`src/rtl/bvwa_pkg.sv`:
```
`timescale 1ns / 1ps
// Package for the battery voltage window average block.
// Holds field widths, register indexes and the divider status type; no dependencies.
package bvwa_pkg;

    localparam int RAW_W          = 12;
    localparam int MV_W           = 15;
    localparam int MV_MAX         = 32767;
    localparam int GAIN_W         = 15;
    localparam int GAIN_FRAC      = 14;
    localparam int FILL_OUT_W     = 5;
    localparam int CFG_DATA_W     = 15;
    localparam int WINDOW_DEFAULT = 20;

    localparam int SUM_W_DEFAULT  = $clog2(WINDOW_DEFAULT * MV_MAX + 1);
    localparam int FILL_W_DEFAULT = $clog2(WINDOW_DEFAULT + 1);
    localparam int IDX_W_DEFAULT  = $clog2(WINDOW_DEFAULT);

    localparam logic [GAIN_W-1:0] GAIN_RESET = 15'd16384;

    typedef logic [0:0] cfg_index_t;

    localparam cfg_index_t CFG_DIVIDER_GAIN      = 1'b0;
    localparam cfg_index_t CFG_CALIBRATION_VALID = 1'b1;

    typedef struct packed {
        logic busy;
        logic done;
    } div_stat_t;

endpackage

```
`src/rtl/bvwa_if.sv`:
```
`timescale 1ns / 1ps
// Valid/ready channel interfaces for the reading input and the mean result.
// Depends on bvwa_pkg for the field widths.
interface bvwa_in_if;
    import bvwa_pkg::*;

    logic             valid;
    logic             ready;
    logic [RAW_W-1:0] calibrated_mv;

    modport source (output valid, output calibrated_mv, input ready);
    modport sink (input valid, input calibrated_mv, output ready);
endinterface

interface bvwa_out_if;
    import bvwa_pkg::*;

    logic                  valid;
    logic                  ready;
    logic [MV_W-1:0]       battery_mv;
    logic [FILL_OUT_W-1:0] window_fill;

    modport source (output valid, output battery_mv, output window_fill, input ready);
    modport sink (input valid, input battery_mv, input window_fill, output ready);
endinterface

```
`src/rtl/bvwa_ring.sv`:
```
`timescale 1ns / 1ps
// Sample ring memory: one write port and one registered read port.
// Depends on bvwa_pkg for default widths.
module bvwa_ring
    import bvwa_pkg::*;
#(
    parameter int DEPTH = WINDOW_DEFAULT,
    parameter int IDX_W = IDX_W_DEFAULT
) (
    input  logic             clk,
    input  logic             we,
    input  logic [IDX_W-1:0] waddr,
    input  logic [MV_W-1:0]  wdata,
    input  logic             re,
    input  logic [IDX_W-1:0] raddr,
    output logic [MV_W-1:0]  rdata
);

    logic [MV_W-1:0] mem [DEPTH];
    logic [MV_W-1:0] rdata_reg;

    always_ff @(posedge clk)
    begin
        if (we)
        begin
            mem[waddr] <= wdata;
        end
    end

    always_ff @(posedge clk)
    begin
        if (re)
        begin
            rdata_reg <= mem[raddr];
        end
    end

    assign rdata = rdata_reg;

endmodule

```
`src/rtl/bvwa_divider.sv`:
```
`timescale 1ns / 1ps
// Restoring divider that produces one quotient bit per cycle.
// Depends on bvwa_pkg for default widths and the status struct.
module bvwa_divider
    import bvwa_pkg::*;
#(
    parameter int NUM_W = SUM_W_DEFAULT,
    parameter int DEN_W = FILL_W_DEFAULT
) (
    input  logic                    clk,
    input  logic                    rst_n,
    input  logic                    start,
    input  logic [NUM_W-1:0]        dividend,
    input  logic [DEN_W-1:0]        divisor,
    output bvwa_pkg::div_stat_t     stat,
    output logic [NUM_W-1:0]        quotient
);

    localparam int CNT_W = $clog2(NUM_W + 1);

    logic [NUM_W-1:0] quo_reg, quo_next;
    logic [DEN_W-1:0] rem_reg, rem_next;
    logic [DEN_W-1:0] den_reg;
    logic [CNT_W-1:0] cnt_reg;
    logic             busy_reg;
    logic             done_reg;
    logic [DEN_W:0]   shifted;
    logic             fits;

    always_comb
    begin
        shifted  = {rem_reg, quo_reg[NUM_W-1]};
        fits     = shifted >= {1'b0, den_reg};
        rem_next = fits ? DEN_W'(shifted - {1'b0, den_reg}) : shifted[DEN_W-1:0];
        quo_next = {quo_reg[NUM_W-2:0], fits};
    end

    always_ff @(posedge clk or negedge rst_n)
    begin
        if (!rst_n)
        begin
            busy_reg <= 1'b0;
            done_reg <= 1'b0;
            cnt_reg  <= '0;
        end
        else
        begin
            done_reg <= 1'b0;
            if (start)
            begin
                busy_reg <= 1'b1;
                cnt_reg  <= CNT_W'(NUM_W);
            end
            else if (busy_reg)
            begin
                cnt_reg <= cnt_reg - 1'b1;
                if (cnt_reg == CNT_W'(1))
                begin
                    busy_reg <= 1'b0;
                    done_reg <= 1'b1;
                end
            end
        end
    end

    always_ff @(posedge clk)
    begin
        if (start)
        begin
            quo_reg <= dividend;
            rem_reg <= '0;
            den_reg <= divisor;
        end
        else if (busy_reg)
        begin
            quo_reg <= quo_next;
            rem_reg <= rem_next;
        end
    end

    assign stat.busy = busy_reg;
    assign stat.done = done_reg;
    assign quotient  = quo_reg;

endmodule

```
`src/rtl/battery_voltage_window_average.sv`:
```
`timescale 1ns / 1ps
// Top level: sequencer, scaling multiplier, running sum and output register.
// Depends on bvwa_pkg, bvwa_if, bvwa_ring and bvwa_divider.
//
//   Channel     Dir  Handshake          Payload
//   sample_in   in   valid/ready        calibrated_mv[11:0]
//   result_out  out  valid/ready        battery_mv[14:0], window_fill[4:0]
//   cfg         in   cfg_we only        cfg_index, cfg_data[14:0]
//
// An averaged transaction steps the sequencer through S_MUL, S_SCALE, S_ACC, S_START, S_DIV
// and S_OUT, with its mean loaded as the divider finishes; the bit-serial divider sets most of it.
// A transaction taken while calibration_valid is 0 goes from S_IDLE straight to S_OUT.
// The input is ready only while the sequencer is idle; the output register lets the next
// transaction be taken while a result waits, and a stalled output holds the sequencer.
// Reset clears the control state, the fill count, the write index, the sum and the last mean.
module battery_voltage_window_average #(
    parameter int WINDOW = bvwa_pkg::WINDOW_DEFAULT
) (
    input  logic                              clk,
    input  logic                              rst_n,
    bvwa_in_if.sink                           sample_in,
    bvwa_out_if.source                        result_out,
    input  logic                              cfg_we,
    input  bvwa_pkg::cfg_index_t              cfg_index,
    input  logic [bvwa_pkg::CFG_DATA_W-1:0]   cfg_data
);

    import bvwa_pkg::*;

    localparam int SUM_W  = $clog2(WINDOW * MV_MAX + 1);
    localparam int FILL_W = $clog2(WINDOW + 1);
    localparam int IDX_W  = $clog2(WINDOW);
    localparam int PROD_W = RAW_W + 2 + GAIN_W;

    localparam logic [2:0] S_IDLE  = 3'd0;
    localparam logic [2:0] S_MUL   = 3'd1;
    localparam logic [2:0] S_SCALE = 3'd2;
    localparam logic [2:0] S_ACC   = 3'd3;
    localparam logic [2:0] S_START = 3'd4;
    localparam logic [2:0] S_DIV   = 3'd5;
    localparam logic [2:0] S_OUT   = 3'd6;

    logic [2:0]            state_reg, state_next;
    logic [GAIN_W-1:0]     gain_reg;
    logic                  cal_valid_reg;
    logic [RAW_W-1:0]      mv_reg;
    logic [PROD_W-1:0]     prod_reg;
    logic [MV_W-1:0]       scaled_reg;
    logic [SUM_W-1:0]      sum_reg;
    logic [FILL_W-1:0]     fill_reg;
    logic [IDX_W-1:0]      widx_reg;
    logic [MV_W-1:0]       mean_reg;
    logic                  out_valid_reg;
    logic [MV_W-1:0]       out_mv_reg;
    logic [FILL_OUT_W-1:0] out_fill_reg;

    logic [RAW_W+1:0]      mv_times3;
    logic                  full;
    logic                  accept;
    logic                  out_load;
    logic [MV_W-1:0]       old_sample;
    logic [31:0]           fill_ext;
    div_stat_t             div_stat;
    logic [SUM_W-1:0]      div_quotient;

    assign accept    = sample_in.valid && sample_in.ready;
    assign full      = fill_reg == FILL_W'(WINDOW);
    assign mv_times3 = {2'b00, mv_reg} + {1'b0, mv_reg, 1'b0};
    assign out_load  = (state_reg == S_OUT) && (!out_valid_reg || result_out.ready);
    assign fill_ext  = 32'(fill_reg);

    assign sample_in.ready        = state_reg == S_IDLE;
    assign result_out.valid       = out_valid_reg;
    assign result_out.battery_mv  = out_mv_reg;
    assign result_out.window_fill = out_fill_reg;

    bvwa_ring #(
        .DEPTH (WINDOW),
        .IDX_W (IDX_W)
    ) u_ring (
        .clk   (clk),
        .we    (state_reg == S_SCALE),
        .waddr (widx_reg),
        .wdata (prod_reg[GAIN_FRAC +: MV_W]),
        .re    (state_reg == S_MUL),
        .raddr (widx_reg),
        .rdata (old_sample)
    );

    bvwa_divider #(
        .NUM_W (SUM_W),
        .DEN_W (FILL_W)
    ) u_divider (
        .clk      (clk),
        .rst_n    (rst_n),
        .start    (state_reg == S_START),
        .dividend (sum_reg),
        .divisor  (fill_reg),
        .stat     (div_stat),
        .quotient (div_quotient)
    );

    always_ff @(posedge clk or negedge rst_n)
    begin
        if (!rst_n)
        begin
            gain_reg      <= GAIN_RESET;
            cal_valid_reg <= 1'b1;
        end
        else if (cfg_we)
        begin
            unique case (cfg_index)
                CFG_DIVIDER_GAIN:      gain_reg      <= cfg_data[GAIN_W-1:0];
                CFG_CALIBRATION_VALID: cal_valid_reg <= cfg_data[0];
            endcase
        end
    end

    always_comb
    begin
        state_next = state_reg;
        unique case (state_reg)
            S_IDLE:
            begin
                if (accept)
                begin
                    state_next = cal_valid_reg ? S_MUL : S_OUT;
                end
            end
            S_MUL:   state_next = S_SCALE;
            S_SCALE: state_next = S_ACC;
            S_ACC:   state_next = S_START;
            S_START: state_next = S_DIV;
            S_DIV:
            begin
                if (div_stat.done)
                begin
                    state_next = S_OUT;
                end
            end
            S_OUT:
            begin
                if (out_load)
                begin
                    state_next = S_IDLE;
                end
            end
            default: state_next = S_IDLE;
        endcase
    end

    always_ff @(posedge clk or negedge rst_n)
    begin
        if (!rst_n)
        begin
            state_reg     <= S_IDLE;
            sum_reg       <= '0;
            fill_reg      <= '0;
            widx_reg      <= '0;
            mean_reg      <= '0;
            out_valid_reg <= 1'b0;
        end
        else
        begin
            state_reg <= state_next;
            if (state_reg == S_SCALE && full)
            begin
                sum_reg <= sum_reg - SUM_W'(old_sample);
            end
            if (state_reg == S_ACC)
            begin
                sum_reg <= sum_reg + SUM_W'(scaled_reg);
                if (!full)
                begin
                    fill_reg <= fill_reg + 1'b1;
                end
                if (widx_reg == IDX_W'(WINDOW - 1))
                begin
                    widx_reg <= '0;
                end
                else
                begin
                    widx_reg <= widx_reg + 1'b1;
                end
            end
            if (state_reg == S_DIV && div_stat.done)
            begin
                mean_reg <= div_quotient[MV_W-1:0];
            end
            if (out_load)
            begin
                out_valid_reg <= 1'b1;
            end
            else if (result_out.ready)
            begin
                out_valid_reg <= 1'b0;
            end
        end
    end

    // The product is at most 29 bits, so the shifted value never exceeds the 15-bit ceiling.
    always_ff @(posedge clk)
    begin
        if (accept)
        begin
            mv_reg <= sample_in.calibrated_mv;
        end
        if (state_reg == S_MUL)
        begin
            prod_reg <= PROD_W'(mv_times3) * PROD_W'(gain_reg);
        end
        if (state_reg == S_SCALE)
        begin
            scaled_reg <= prod_reg[GAIN_FRAC +: MV_W];
        end
        if (out_load)
        begin
            out_mv_reg   <= mean_reg;
            out_fill_reg <= fill_ext[FILL_OUT_W-1:0];
        end
    end

    a_ready_only_idle : assert property (@(posedge clk) disable iff (!rst_n)
        sample_in.ready |-> !div_stat.busy)
        else $error("input ready while the divider is busy");

    a_accept_to_mul : assert property (@(posedge clk) disable iff (!rst_n)
        (accept && cal_valid_reg) |=> (state_reg == S_MUL))
        else $error("averaged transaction did not enter the multiply step");

    a_fill_bound : assert property (@(posedge clk) disable iff (!rst_n)
        fill_reg <= FILL_W'(WINDOW))
        else $error("fill count above the window size");

    a_index_bound : assert property (@(posedge clk) disable iff (!rst_n)
        widx_reg <= IDX_W'(WINDOW - 1))
        else $error("write index outside the ring");

    a_done_in_div : assert property (@(posedge clk) disable iff (!rst_n)
        div_stat.done |-> (state_reg == S_DIV))
        else $error("divider finished outside the divide step");

endmodule
```
`src/flat_wrapper.sv`:
```
// flat-port wrapper written by rule: the top's interface ports become plain ports
module battery_voltage_window_average_flat import bvwa_pkg::*;
#(
    parameter int WINDOW = bvwa_pkg::WINDOW_DEFAULT
)
  (clk, rst_n, cfg_we, cfg_index, cfg_data, sample_in_valid, sample_in_calibrated_mv, sample_in_ready, result_out_valid, result_out_battery_mv, result_out_window_fill, result_out_ready);
  bvwa_in_if sample_in_i ();
  bvwa_out_if result_out_i ();
  input  logic clk;
  input  logic rst_n;
  input  logic cfg_we;
  input  bvwa_pkg::cfg_index_t cfg_index;
  input  logic [bvwa_pkg::CFG_DATA_W-1:0] cfg_data;
  input wire logic [$bits(sample_in_i.valid)-1:0] sample_in_valid;
  input wire logic [$bits(sample_in_i.calibrated_mv)-1:0] sample_in_calibrated_mv;
  output wire logic [$bits(sample_in_i.ready)-1:0] sample_in_ready;
  output wire logic [$bits(result_out_i.valid)-1:0] result_out_valid;
  output wire logic [$bits(result_out_i.battery_mv)-1:0] result_out_battery_mv;
  output wire logic [$bits(result_out_i.window_fill)-1:0] result_out_window_fill;
  input wire logic [$bits(result_out_i.ready)-1:0] result_out_ready;
  assign sample_in_i.valid = sample_in_valid;
  assign sample_in_i.calibrated_mv = sample_in_calibrated_mv;
  assign sample_in_ready = sample_in_i.ready;
  assign result_out_valid = result_out_i.valid;
  assign result_out_battery_mv = result_out_i.battery_mv;
  assign result_out_window_fill = result_out_i.window_fill;
  assign result_out_i.ready = result_out_ready;
  battery_voltage_window_average #(.WINDOW(WINDOW)) u_core (.clk(clk), .rst_n(rst_n), .sample_in(sample_in_i), .result_out(result_out_i), .cfg_we(cfg_we), .cfg_index(cfg_index), .cfg_data(cfg_data));
endmodule
```
`config.mk`:
```
export PLATFORM = sky130hd
export DESIGN_NAME = battery_voltage_window_average_flat
export DESIGN_NICKNAME = d
export VERILOG_FILES = /design/src/rtl/bvwa_pkg.sv /design/src/rtl/bvwa_if.sv /design/src/rtl/bvwa_ring.sv /design/src/rtl/bvwa_divider.sv /design/src/rtl/battery_voltage_window_average.sv /design/src/flat_wrapper.sv
export SDC_FILE = /design/constraint.sdc
export NUM_CORES = 1
export LEC_CHECK = 0
export BUFFER_PORTS_ARGS = -buffer_cell sky130_fd_sc_hd__buf_2
export CAP_MARGIN = 25
export CELL_PAD_IN_SITES_DETAIL_PLACEMENT = 1
export CELL_PAD_IN_SITES_GLOBAL_PLACEMENT = 1
export CORE_AREA = 4 4 227 229
export CTS_BUF_LIST = sky130_fd_sc_hd__clkbuf_2 sky130_fd_sc_hd__clkbuf_4 sky130_fd_sc_hd__clkbuf_8
export CTS_CLUSTER_DIAMETER = 80
export CTS_CLUSTER_SIZE = 16
export DETAILED_ROUTE_END_ITERATION = 7
export DIE_AREA = 0 0 231 233
export PLACE_DENSITY = 0.87
export SKIP_LAST_GASP = 1
export SYNTH_ARGS = -nofsm -noshare
export SYNTH_HDL_FRONTEND = slang
export SYNTH_SLANG_ARGS = --single-unit
```
`constraint.sdc`:
```
create_clock -name clk -period 9.5 [get_ports clk]
set_input_delay 0.475 -clock clk [delete_from_list [all_inputs] [get_ports clk]]
set_output_delay 0.475 -clock clk [all_outputs]
set_load 0.005 [all_outputs]
```
; Word level (Yosys, flattened, before mapping)
; Memory sizes are Yosys's and may differ from the RTL's. A register that Yosys moved wholly into a read port is not among the register bits.
; Index checks and enable logic that the tools add are counted.
[op_classes]
order_cmp = 1
addsub = 7
n_mul = 1
muxes = 23
eq_ne = 12
n_reduce_logical = 14
bitwise = 2
[op_table]
columns = operator, n
row1 = 20-bit two-way mux, 4
row2 = 14-bit by 15-bit multiplier with 29-bit output, 1
row3 = 3-bit one-hot mux with 7 select lines, 1
row4 = 20-bit by 15-bit adder with 20-bit output, 1
row5 = 5-bit two-way mux, 4
row6 = 20-bit by 15-bit subtractor with 20-bit output, 1
row7 = 12-bit by 13-bit adder with 14-bit output, 1
row8 = 3-bit two-way mux, 4
row9 = "5-bit by 1-bit adder with 5-bit output, second input constant", 2
row10 = "5-bit == test, second input constant", 2
row11 = 1-bit two-way mux, 10
row12 = "3-bit == test, second input constant", 3
row13 = "3-bit by 2-bit == test with 1-bit output, second input constant", 2
row14 = 6-bit by 5-bit >= comparator with 1-bit output, 1
row15 = 2-bit AND reduction, 3
row16 = 2-bit nonzero test, 3
row17 = "5-bit by 1-bit == test with 1-bit output, second input constant", 1
row18 = "5-bit by 1-bit subtractor with 5-bit output, second input constant", 1
row19 = 5-bit subtractor, 1
row20 = 1-bit logical AND, 4
row21 = "2-bit inequality test, second input constant", 2
row22 = "3-bit by 1-bit == test with 1-bit output, second input constant", 1
row23 = 3-bit logical NOT, 1
row24 = 3-bit AND reduction, 1
row25 = 4 further kinds, 5
[totals]
ff_bits = 178
ram_bits = 300
n_memories = 1
in_bits = 33
wordCells = 80
output_inout_bits = 22
[mem_list]
columns = name, depth, width, rd, rd_ports_with_merged_regs, wr, line_no
row1 = u_core.u_ring.mem, 20, 15, 1, 1, 1, bvwa_ring.sv:19  ; logic [MV_W-1:0] mem [DEPTH];

; Longest topological paths before layout
; Gate-level depths: netlist (run 1).
[depth]
depth_word = 5
mapped_depth = 30
depth_no_buf = 29

; By module
; From an unflattened synthesis (run 1), not the netlist that was laid out.
[hier_totals]
cells_unflattened = 2138
hier_area_um2 = 27541.4
[by_module_without_submodules]
columns = module, instances, area_per_inst_um2, seq_area_each_um2, cells_each
row1 = battery_voltage_window_average, 1, 13590.5, 3490.8, 1420
row2 = bvwa_ring, 1, 12121.6, 9459.1, 579
row3 = bvwa_divider, 1, 1829.3, 1026.0, 139

; Worst setup path after synthesis (run 1)
; Ideal clock, no wire load.
[synth_timing]
kind = reg-to-reg
startpoint = reg u_core.mv_reg[0]
endpoint = reg u_core.prod_reg[26], data pin
t_arrival_ns = 6.592
path_stages_with_launch = 29
n_path_buf = 1
slack_ns = 2.640
path_cell_list = edfxtp_1 ha_1 inv_1 fa_1 nor2b_1 o21ai_1 a21boi_1 o21a_1 nor2_1 xnor2_1 clkbuf_1 nand2_1 fa_1 fa_1 fa_1 inv_1 fa_1 fa_1 inv_1 fa_1 inv_1 ha_1 a21oi_1 o21ai_0 a21oi_1 o22ai_1 a211oi_2 o31ai_1 xor2_1
[synth_via]
elab_chain_len = 2
[synth_rtl]
columns = item, line_no
row1 = "start, declared", battery_voltage_window_average.sv:46  ; logic [RAW_W-1:0] mv_reg;
row2 = "start signal, assigned", battery_voltage_window_average.sv:206  ; mv_reg <= sample_in.calibrated_mv;
row3 = 12-bit by 13-bit adder with 14-bit output, battery_voltage_window_average.sv:68  ; assign mv_times3 = {2'b00, mv_reg} + {1'b0, mv_reg, 1'b0};
row4 = 14-bit by 15-bit multiplier with 29-bit output, battery_voltage_window_average.sv:210  ; prod_reg <= PROD_W'(mv_times3) * PROD_W'(gain_reg);
row5 = "end signal, assigned", battery_voltage_window_average.sv:210
row6 = "end, declared", battery_voltage_window_average.sv:47  ; logic [PROD_W-1:0] prod_reg;
; Every way passes these cells.
; A chain may end at the register's enable or synchronous reset.

; Final worst setup path (run 1)
[layout_timing]
startpoint = reg u_core.mv_reg[0]
endpoint = reg u_core.prod_reg[27], data pin
; Same word-level chain as after synthesis.

==> impl_metrics.ini, run 1 <==
[die]
die_h_um = 233
rows = 82
io_pins = 55
core_area_um2 = 49700
dieArea_um2 = 53800
die_width_um = 231
initial_core_util_pct = 54.1

[clocking]
htree_levels = 2
clockBufferDepth = 3
cts_buffers = 36
cts_tree = built
ctsHoldBuffers = 12
post_cts_buffers = 0
cts.repair.resized = 0
clk_pin_slew_ns = 0.11
clock_latency_ns = 0.64
root_buffer = clkbuf_8
cts_sinks = 479

[global_routing]
grt_pass1_wl_um = 106000
grt_overflow = 0
grt_usage_pct = 25.5
antenna_found_initial = 0
first_global_vias = 18508
grt_max_degree = 73

[setup_path]
required_ns = 9.89
cp-start-kind = register
end_kind = register
reg2reg_slack_ns = 1.41
rr_startpoint = u_core.mv_reg[0]
setup.worst_path.class = reg2reg
r2r-end = u_core.prod_reg[27]
critPathCapture = u_core.prod_reg[27]
worstPathMaxFanout = 15
crit_arrival_ns = 8.48
reg2reg_depth = 27
cp-startpoint = u_core.mv_reg[0]

[final_layout]
area_growth_pct = 7.39
fillCellCount = 4997
drive_gt1_share_pct = 14.9
largest_reg_flops = 300
diodes = 0
regArea_um2 = 14000
layout.nets = 2403
multi_input_area_um2 = 11900

[routing]
drtAntennaViolNets = 0
first_pass_iters = 5
wl_met2_um = 35300
avgViaCountPerCell = 5.96
num_vias = 16571
drt_iter0_drc = 1436
wl_met1_um = 25600
met3WireLength_um = 4240
totalWireLength_um = 67100
drcViolationCount = 0
wl_per_cell_um = 24.2
highest_layer = met4

[min_path]
holdPathStages = 2
hp-class = in2reg
min-delay-start = cfg_data[3]

[synth]
synth_edf_count = 402
synth_nets = 2352
ys_ff_latch = 479
synth_area_per_cell_um2 = 13.3
synthCells = 2028
synth_cell_types = 68
synth.most_common_cell = edfxtp_1
yosys_warnings = 0
ys_seq_area_share_pct = 52.0
ys_top_cells_by_area = edfxtp_1, fa_1, dfrtp_1
synth_flop_cell = edfxtp_1
async_flop_share_pct = 15.0
synth_largest_area_cell = edfxtp_1
yosysTopAreaCellShare_pct = 44.9
synth_commonest_cells = edfxtp_1, nand2_1, inv_1, fa_1, ha_1
syn_area_um2 = 26900

[sta]
setup_viol = 0
fin_crit_sh_pct = 85.2
holdWs_ns = 0.0619
drv_slew = 0
fin_tns_setup_ns = 0
worst_pin_slew_ns = 1.05
hold_viol = 0
clock.fmax_mhz = 124
rsz0062_at_grt = false
slew_headroom_pct = 29.6
finClkSkew_ns = 0.0310
period_minus_slack_ns = 8.09

[placed_design]
gp_congestion = 0.908
port_buffers = 54
dp_hpwl_um = 47000

[run]
maxCapViolations = 0

[run_status]
status = finished clean
==> layer usage <==
layer	vias to the layer above	GRT usage [%]
met5	-	0
met4	0	8.38
met3	134	4.26
met2	616	45.0
met1	8598	32.2
li1	7223	-
==> worst min path at each step <==
stage,endpoint,slack [ns]
floorplan,u_core.fill_reg[0],0.18
global placement,u_core.result_out.battery_mv[3],0.43
detailed placement,u_core.result_out.battery_mv[12],0.43
CTS,u_core.widx_reg[1],0.002
global route,u_core.gain_reg[3],0.03
finish,u_core.gain_reg[3],0.06
==> placed cells by master, fill, tap and decap left out, types with 16 or more instances in the layout <==
master / n
edfxtp_1: 402
nand2_1: 253
inv_1: 203
fa_1: 155
ha_1: 136
mux4_2: 75
nor2_1: 73
dfrtp_1: 67
and2_1: 63
a21oi_1: 59
o21ai_0: 53
buf_2: 53
mux2_2: 48
clkbuf_8: 37
xnor2_1: 34
buf_4: 28
nor2b_1: 26
xor2_1: 24
nand2b_1: 24
clkbuf_4: 24
o211ai_1: 19
mux2i_1: 19
a21o_1: 18
nor3_1: 17
nand4_1: 17
nand3_1: 16
==> critical path, cell delays in order (launching register included) <==
cell and delay, ns:
edfxtp_1 0.72, ha_1 0.31, inv_1 0.08, fa_1 0.41
nor2b_1 0.15, o21ai_1 0.09, a21boi_1 0.30, o221a_2 0.30
o21a_1 0.18, o211a_1 0.26, o21ai_0 0.14, fa_1 0.54
fa_1 0.51, inv_1 0.05, fa_1 0.50, fa_1 0.43
fa_1 0.49, inv_1 0.05, fa_1 0.47, inv_1 0.04
ha_1 0.34, nand3_1 0.13, nor2_1 0.21, o2111ai_1 0.22
o221ai_2 0.35, nor3_1 0.14, o31ai_1 0.31, xnor2_1 0.11
==> area by class of cell <==
cell class                 instances  area share [%]
clock buffer                      61            2.39
inverter                         204            2.65
tap                              672            2.91
clock inverter                     5           0.165
multi-input combinational       1260            41.1
sequential                       479            48.5
timing repair buffer              98            2.34
==> logic make-up (layout without fill, tap and decap cells) <==
kind of cell | Yosys count | after routing | share of synthesized area (%)
adders and majority gates | 291 | 291 | 17.9
xor gates and xnor gates | 59 | 59 | 1.92
DFF | 479 | 479 | 52.0
buffers and inverters | 289 | 368 | 4.14
and+or+nand+nor | 537 | 537 | 9.47
muxes | 142 | 142 | 9.00
AOI/OAI and AO/OA | 231 | 231 | 5.57
==> through the flow <==
step                area, um2  setup slack (ns)  cells  utilization (%)
detailed placement      27900              1.58   2696             56.2
global route            28900              1.05   2779             58.1
floorplan               26900              2.64   2028                -
finish                  28900              1.41   2779             58.1
CTS                     28800              1.48   2774             58.0
global placement        27900              2.00   2696             56.2
Power of run 1 is not shown: default switching activity piles up to over one toggle a cycle in this logic, so the estimate is an artifact.
==> inputs of run 2 (changes only) <==
--- a/config.mk
+++ b/config.mk
@@ -9,13 +9,13 @@
 export CAP_MARGIN = 25
 export CELL_PAD_IN_SITES_DETAIL_PLACEMENT = 1
 export CELL_PAD_IN_SITES_GLOBAL_PLACEMENT = 1
-export CORE_AREA = 4 4 227 229
+export CORE_AREA = 4 4 333 335
 export CTS_BUF_LIST = sky130_fd_sc_hd__clkbuf_2 sky130_fd_sc_hd__clkbuf_4 sky130_fd_sc_hd__clkbuf_8
 export CTS_CLUSTER_DIAMETER = 80
 export CTS_CLUSTER_SIZE = 16
 export DETAILED_ROUTE_END_ITERATION = 7
-export DIE_AREA = 0 0 231 233
-export PLACE_DENSITY = 0.87
+export DIE_AREA = 0 0 337 339
+export PLACE_DENSITY = 0.49
 export SKIP_LAST_GASP = 1
 export SYNTH_ARGS = -nofsm -noshare
 export SYNTH_HDL_FRONTEND = slang
==> run 2 against run 1 <==
Effect of this change:
- fmax rose by 1.9%
- critical path depth did not move
- highest routed layer unchanged
- utilization fell by 30 points
- sequential cell count did not move
- sequential share of layout area fell by 1.8 points
==> impl_metrics.ini, run 2 (synthesis results as in run 1) <==
[final_layout]
regArea_um2 = 14000
fillCellCount = 11785
largest_reg_flops = 300
multi_input_area_um2 = 11800
layout.nets = 2427
area_growth_pct = 11.6
final_common_cell = edfxtp_1
layout_common_cells = edfxtp_1, nand2_1, inv_1, fa_1, ha_1
drive_gt1_share_pct = 14.9

[sta]
fin_tns_setup_ns = 0
rsz0062_at_grt = false
period_minus_slack_ns = 7.94
fin_crit_sh_pct = 83.6
slew_headroom_pct = 33.0
hold_viol = 0
clock.fmax_mhz = 126
setup_viol = 0
finClkSkew_ns = 0.0453
drv_slew = 0
worst_pin_slew_ns = 1.00

[die]
die_width_um = 337
initial_core_util_pct = 24.9
core_area_um2 = 108000
dieArea_um2 = 114000
rows = 121
die_h_um = 339
io_pins = 55

[placed_design]
gp_congestion = 0.810
dp_hpwl_um = 47200
port_buffers = 54

[min_path]
hp-class = in2reg
holdPathStages = 2
worstHoldEndpoint = u_core.gain_reg[10]
min-delay-start = cfg_data[10]

[routing]
avgViaCountPerCell = 4.45
wl_per_cell_um = 19.3
totalWireLength_um = 68300
num_vias = 15748
drt_iter0_drc = 791
drtAntennaViolNets = 0
drcViolationCount = 0
first_pass_iters = 5

[global_routing]
grt_usage_pct = 12.0
grt_max_degree = 63
grt_pass1_wl_um = 106000
first_global_vias = 17543
grt_overflow = 0
antenna_found_initial = 1

[setup_path]
required_ns = 9.85
rr_startpoint = u_core.mv_reg[0]
cpMostUsedCell = fa_1
reg2reg_slack_ns = 1.56
worstPathMaxFanout = 15
setup.worst_path.class = reg2reg
slowest_stage = edfxtp_1
crit_arrival_ns = 8.29
cpPeakStageDelay_ns = 0.76
end_kind = register
reg2reg_depth = 27
r2r-end = u_core.prod_reg[28]
cp-start-kind = register

[clocking]
clk_pin_slew_ns = 0.11
root_buffer = clkbuf_8
ctsHoldBuffers = 24
htree_levels = 2
cts_tree = built
cts.repair.resized = 0
post_cts_buffers = 0
cts_sinks = 479
clock_latency_ns = 0.66
cts_buffers = 38
clockBufferDepth = 3

[run_status]
status = finished clean

[run]
maxCapViolations = 0
-- run 2: cell types whose count changed in the layout (fill, tap and decap cells not counted), sizes merged --
cell	before	now
bufinv	0	2
clkbuf	61	53
clkinv	2	3
buf	85	96
inv	206	207
dlygate4sd3	13	24
diode	0	1
-- run 2: worst max-delay path by stage --
stage          slack (ns)  depth (start not counted)                  end              from
6_report             1.56                         27  u_core.prod_reg[28]  u_core.mv_reg[0]
5_1_grt              0.83                         27  u_core.prod_reg[28]  u_core.mv_reg[0]
4_1_cts              1.48                         27  u_core.prod_reg[28]  u_core.mv_reg[0]
3_5_place_dp         1.55                         27  u_core.prod_reg[27]  u_core.mv_reg[0]
3_3_place_gp         1.78                         26  u_core.prod_reg[28]  u_core.mv_reg[0]
2_1_floorplan        2.64                         28  u_core.prod_reg[26]  u_core.mv_reg[0]
-- run 2: per-layer routing --
metal / GRT usage [%] / vias to the layer above / wire length [um]
met5: 0 / - / 0
li1: - / 7260 / -
met3: 1.75 / 52 / 2180
met4: 2.78 / 0 / 1190
met1: 15.9 / 8259 / 30800
met2: 20.8 / 177 / 34100
-- run 2: critical path, delay by kind of cell, from the launching register on --
| kind | cells | cell delay (ns) |
|---|---|---|
| adders and majority gates | 9 | 3.99 |
| AOI/OAI and AO/OA | 8 | 1.89 |
| DFF | 1 | 0.76 |
| and+or+nand+nor | 5 | 0.72 |
| buffers and inverters | 4 | 0.20 |
| xor gates and xnor gates | 1 | 0.09 |
-- run 2: final cells by class --
cell class                 instances  share of cell area (%)
timing repair buffer             120                    2.81
antenna                            1                 0.00834
multi-input combinational       1260                    39.5
sequential                       479                    46.6
inverter                         204                    2.55
clock inverter                     9                   0.426
clock buffer                      53                    2.16
tap                             1414                    5.90
-- run 2: stage by stage --
stage,hold slack (ns),util [%],cells,worst slack [ns],cell area [um2]
floorplan,0.179,-,2028,2.64,26900
global placement,0.336,26.8,3451,1.78,28900
detailed placement,0.335,26.8,3451,1.55,28900
CTS,0.00173,27.7,3537,1.48,30000
global route,0.0356,27.7,3540,0.827,30000
finish,0.0799,27.7,3540,1.56,30000
Power of run 2 is left out for the same reason.
==> inputs of run 3 (changes only) <==
--- a/config.mk
+++ b/config.mk
@@ -5,17 +5,18 @@
 export SDC_FILE = /design/constraint.sdc
 export NUM_CORES = 1
 export LEC_CHECK = 0
+export ABC_AREA = 1
 export BUFFER_PORTS_ARGS = -buffer_cell sky130_fd_sc_hd__buf_2
 export CAP_MARGIN = 25
 export CELL_PAD_IN_SITES_DETAIL_PLACEMENT = 1
 export CELL_PAD_IN_SITES_GLOBAL_PLACEMENT = 1
-export CORE_AREA = 4 4 333 335
+export CORE_AREA = 4 4 339 341
 export CTS_BUF_LIST = sky130_fd_sc_hd__clkbuf_2 sky130_fd_sc_hd__clkbuf_4 sky130_fd_sc_hd__clkbuf_8
 export CTS_CLUSTER_DIAMETER = 80
 export CTS_CLUSTER_SIZE = 16
 export DETAILED_ROUTE_END_ITERATION = 7
-export DIE_AREA = 0 0 337 339
-export PLACE_DENSITY = 0.49
+export DIE_AREA = 0 0 343 345
+export PLACE_DENSITY = 0.51
 export SKIP_LAST_GASP = 1
 export SYNTH_ARGS = -nofsm -noshare
 export SYNTH_HDL_FRONTEND = slang
==> constraint.sdc (replaced) <==
create_clock -name clk -period 8.3 [get_ports clk]
set_input_delay 0.415 -clock clk [delete_from_list [all_inputs] [get_ports clk]]
set_output_delay 0.415 -clock clk [all_outputs]
set_load 0.005 [all_outputs]
==> run 3 against run 2 <==
Effect of this change:
- worst setup slack worse by 0.60 ns
- sequential share of layout area shrank 1.9 points
- clock-buffer cell count down 2
- critical path depth grew 3
- clock skew increased by 0.0091 ns
- register-to-register slack got worse by 0.60 ns
- area after synthesis rose by 3.6%
- critical path type unchanged
- critical endpoint is now u_core.prod_reg[27]
- largest cell class unchanged
==> impl_metrics.ini, run 3 <==
[run_status]
status = finished clean

[min_path]
hp-class = in2reg
holdPathStages = 3
min-delay-start = cfg_data[14]
worstHoldEndpoint = u_core.gain_reg[14]

[synth]
yosys_warnings = 0
ys_seq_area_share_pct = 50.2
synth_cell_types = 47
synth_edf_count = 402
synthCells = 2825
synth.most_common_cell = nand2_1
synth_commonest_cells = nand2_1, inv_1, edfxtp_1, nor2_1, o21ai_0
ys_top_cells_by_area = edfxtp_1, fa_1, nand2_1
synth_nets = 3149
ys_ff_latch = 479
yosysTopAreaCellShare_pct = 43.3
async_flop_share_pct = 15.0
synth_largest_area_cell = edfxtp_1
synth_flop_cell = edfxtp_1
synth_area_per_cell_um2 = 9.86
syn_area_um2 = 27900

[setup_path]
cp-start-kind = register
crit_arrival_ns = 7.79
cpPeakStageDelay_ns = 0.52
cp-startpoint = u_core.mv_reg[0]
end_kind = register
required_ns = 8.75
reg2reg_slack_ns = 0.96
rr_startpoint = u_core.mv_reg[0]
setup.worst_path.class = reg2reg
reg2reg_depth = 30
worstPathMaxFanout = 15
slowest_stage = fa_1
r2r-end = u_core.prod_reg[27]

[sta]
hold_viol = 0
drv_slew = 0
clock.fmax_mhz = 136
fin_tns_setup_ns = 0
timing.final.ws_setup_ns = 0.960
slew_headroom_pct = 30.5
setup_viol = 0
period_minus_slack_ns = 7.34
fin_crit_sh_pct = 88.4
worst_pin_slew_ns = 1.04
finClkSkew_ns = 0.0544
rsz0062_at_grt = false

[final_layout]
layout_common_cells = nand2_1, inv_1, edfxtp_1, nor2_1, o21ai_0
layout.nets = 3227
final_common_cell = nand2_1
largest_reg_flops = 300
drive_gt1_share_pct = 7.53
area_growth_pct = 12.2

[routing]
drcViolationCount = 0
first_pass_iters = 5
drtAntennaViolNets = 0
drt_iter0_drc = 1167
wl_per_cell_um = 19.2
num_vias = 19741
avgViaCountPerCell = 4.46
totalWireLength_um = 84800

[clocking]
cts_buffers = 40
clk_pin_slew_ns = 0.09
htree_levels = 2
clock_latency_ns = 0.68
root_buffer = clkbuf_8
post_cts_buffers = 0
cts_tree = built
cts.repair.resized = 0
ctsHoldBuffers = 30
clockBufferDepth = 3
cts_sinks = 479

[global_routing]
grt_max_degree = 86
grt_usage_pct = 14.2
first_global_vias = 20655
grt_overflow = 0
antenna_found_initial = 4
grt_pass1_wl_um = 130000

[die]
rows = 123
die_h_um = 345
initial_core_util_pct = 24.9
io_pins = 55
dieArea_um2 = 118000
core_area_um2 = 112000
die_width_um = 343

[placed_design]
pre_cts_ws_ns = 0.951
gp_congestion = 0.804
port_buffers = 54
dp_hpwl_um = 59300

[run]
maxCapViolations = 0
## run 3: cell count changes in the layout (fill, tap and decap cells not counted), sizes merged, moves of 75 or more
cell | previous run | this run
inv | 207 | 410
nand3 | 17 | 93
nor2 | 81 | 365
o21ai | 62 | 269
nand2 | 253 | 525
mux4 | 75 | 0
## run 3: worst max path at each step
stage                          end  slack (ns)
2_1_floorplan  u_core.prod_reg[27]        2.17
3_3_place_gp   u_core.prod_reg[27]        1.02
3_5_place_dp   u_core.prod_reg[27]        0.95
4_1_cts        u_core.prod_reg[27]        0.92
5_1_grt        u_core.prod_reg[23]        0.38
6_report       u_core.prod_reg[27]        0.96
## run 3: cell families (layout without fill, tap and decap cells)
group	count (synthesis)	after routing	synth area share, %
DFF	479	479	50.2
xor gates and xnor gates	30	30	0.997
adders and majority gates	291	291	17.3
and+or+nand+nor	1064	1064	15.6
AOI/OAI and AO/OA	448	448	8.77
other	0	2	0
buffers and inverters	513	611	7.21
## run 3: layout make-up
cell class              instances  area, um2
multi-input cells            1833      11900
repair buffers                140       1160
well taps                    1500       1880
clock buffers                  51        658
flip-flops and latches        479      14000
fillers                     12815      80600
diodes                          2       5.00
inverters                     409       1540
clock inverters                11        146
## run 3: through the flow
stage	utilization (%)	cell area [um2]	cells	hold WS, ns
final	27.9	31300	4425	0.119
after global routing	27.9	31200	4424	0.0574
after CTS	27.9	31200	4420	0.0326
after detailed placement	26.9	30100	4328	0.400
after global placement	26.7	29900	4319	0.397
after floorplan	-	27900	2825	0.119
## run 3: critical path, delay by kind of cell (launching register included)
family / cells / cell delay [ns]
AO/OA/AOI/OAI: 4 / 0.76
adder cells (fa/ha/maj): 9 / 3.76
buffers and inverters: 7 / 0.70
flip-flops: 1 / 0.35
AND/OR/NAND/NOR: 10 / 1.52
## run 3: per-layer routing
metal	part of all wire [%]	track usage [%]
met5	0	0
met1	48	19.9
met4	1.6	2.78
met2	48	23.6
met3	3.2	1.80
Power of run 3 is left out for the same reason.
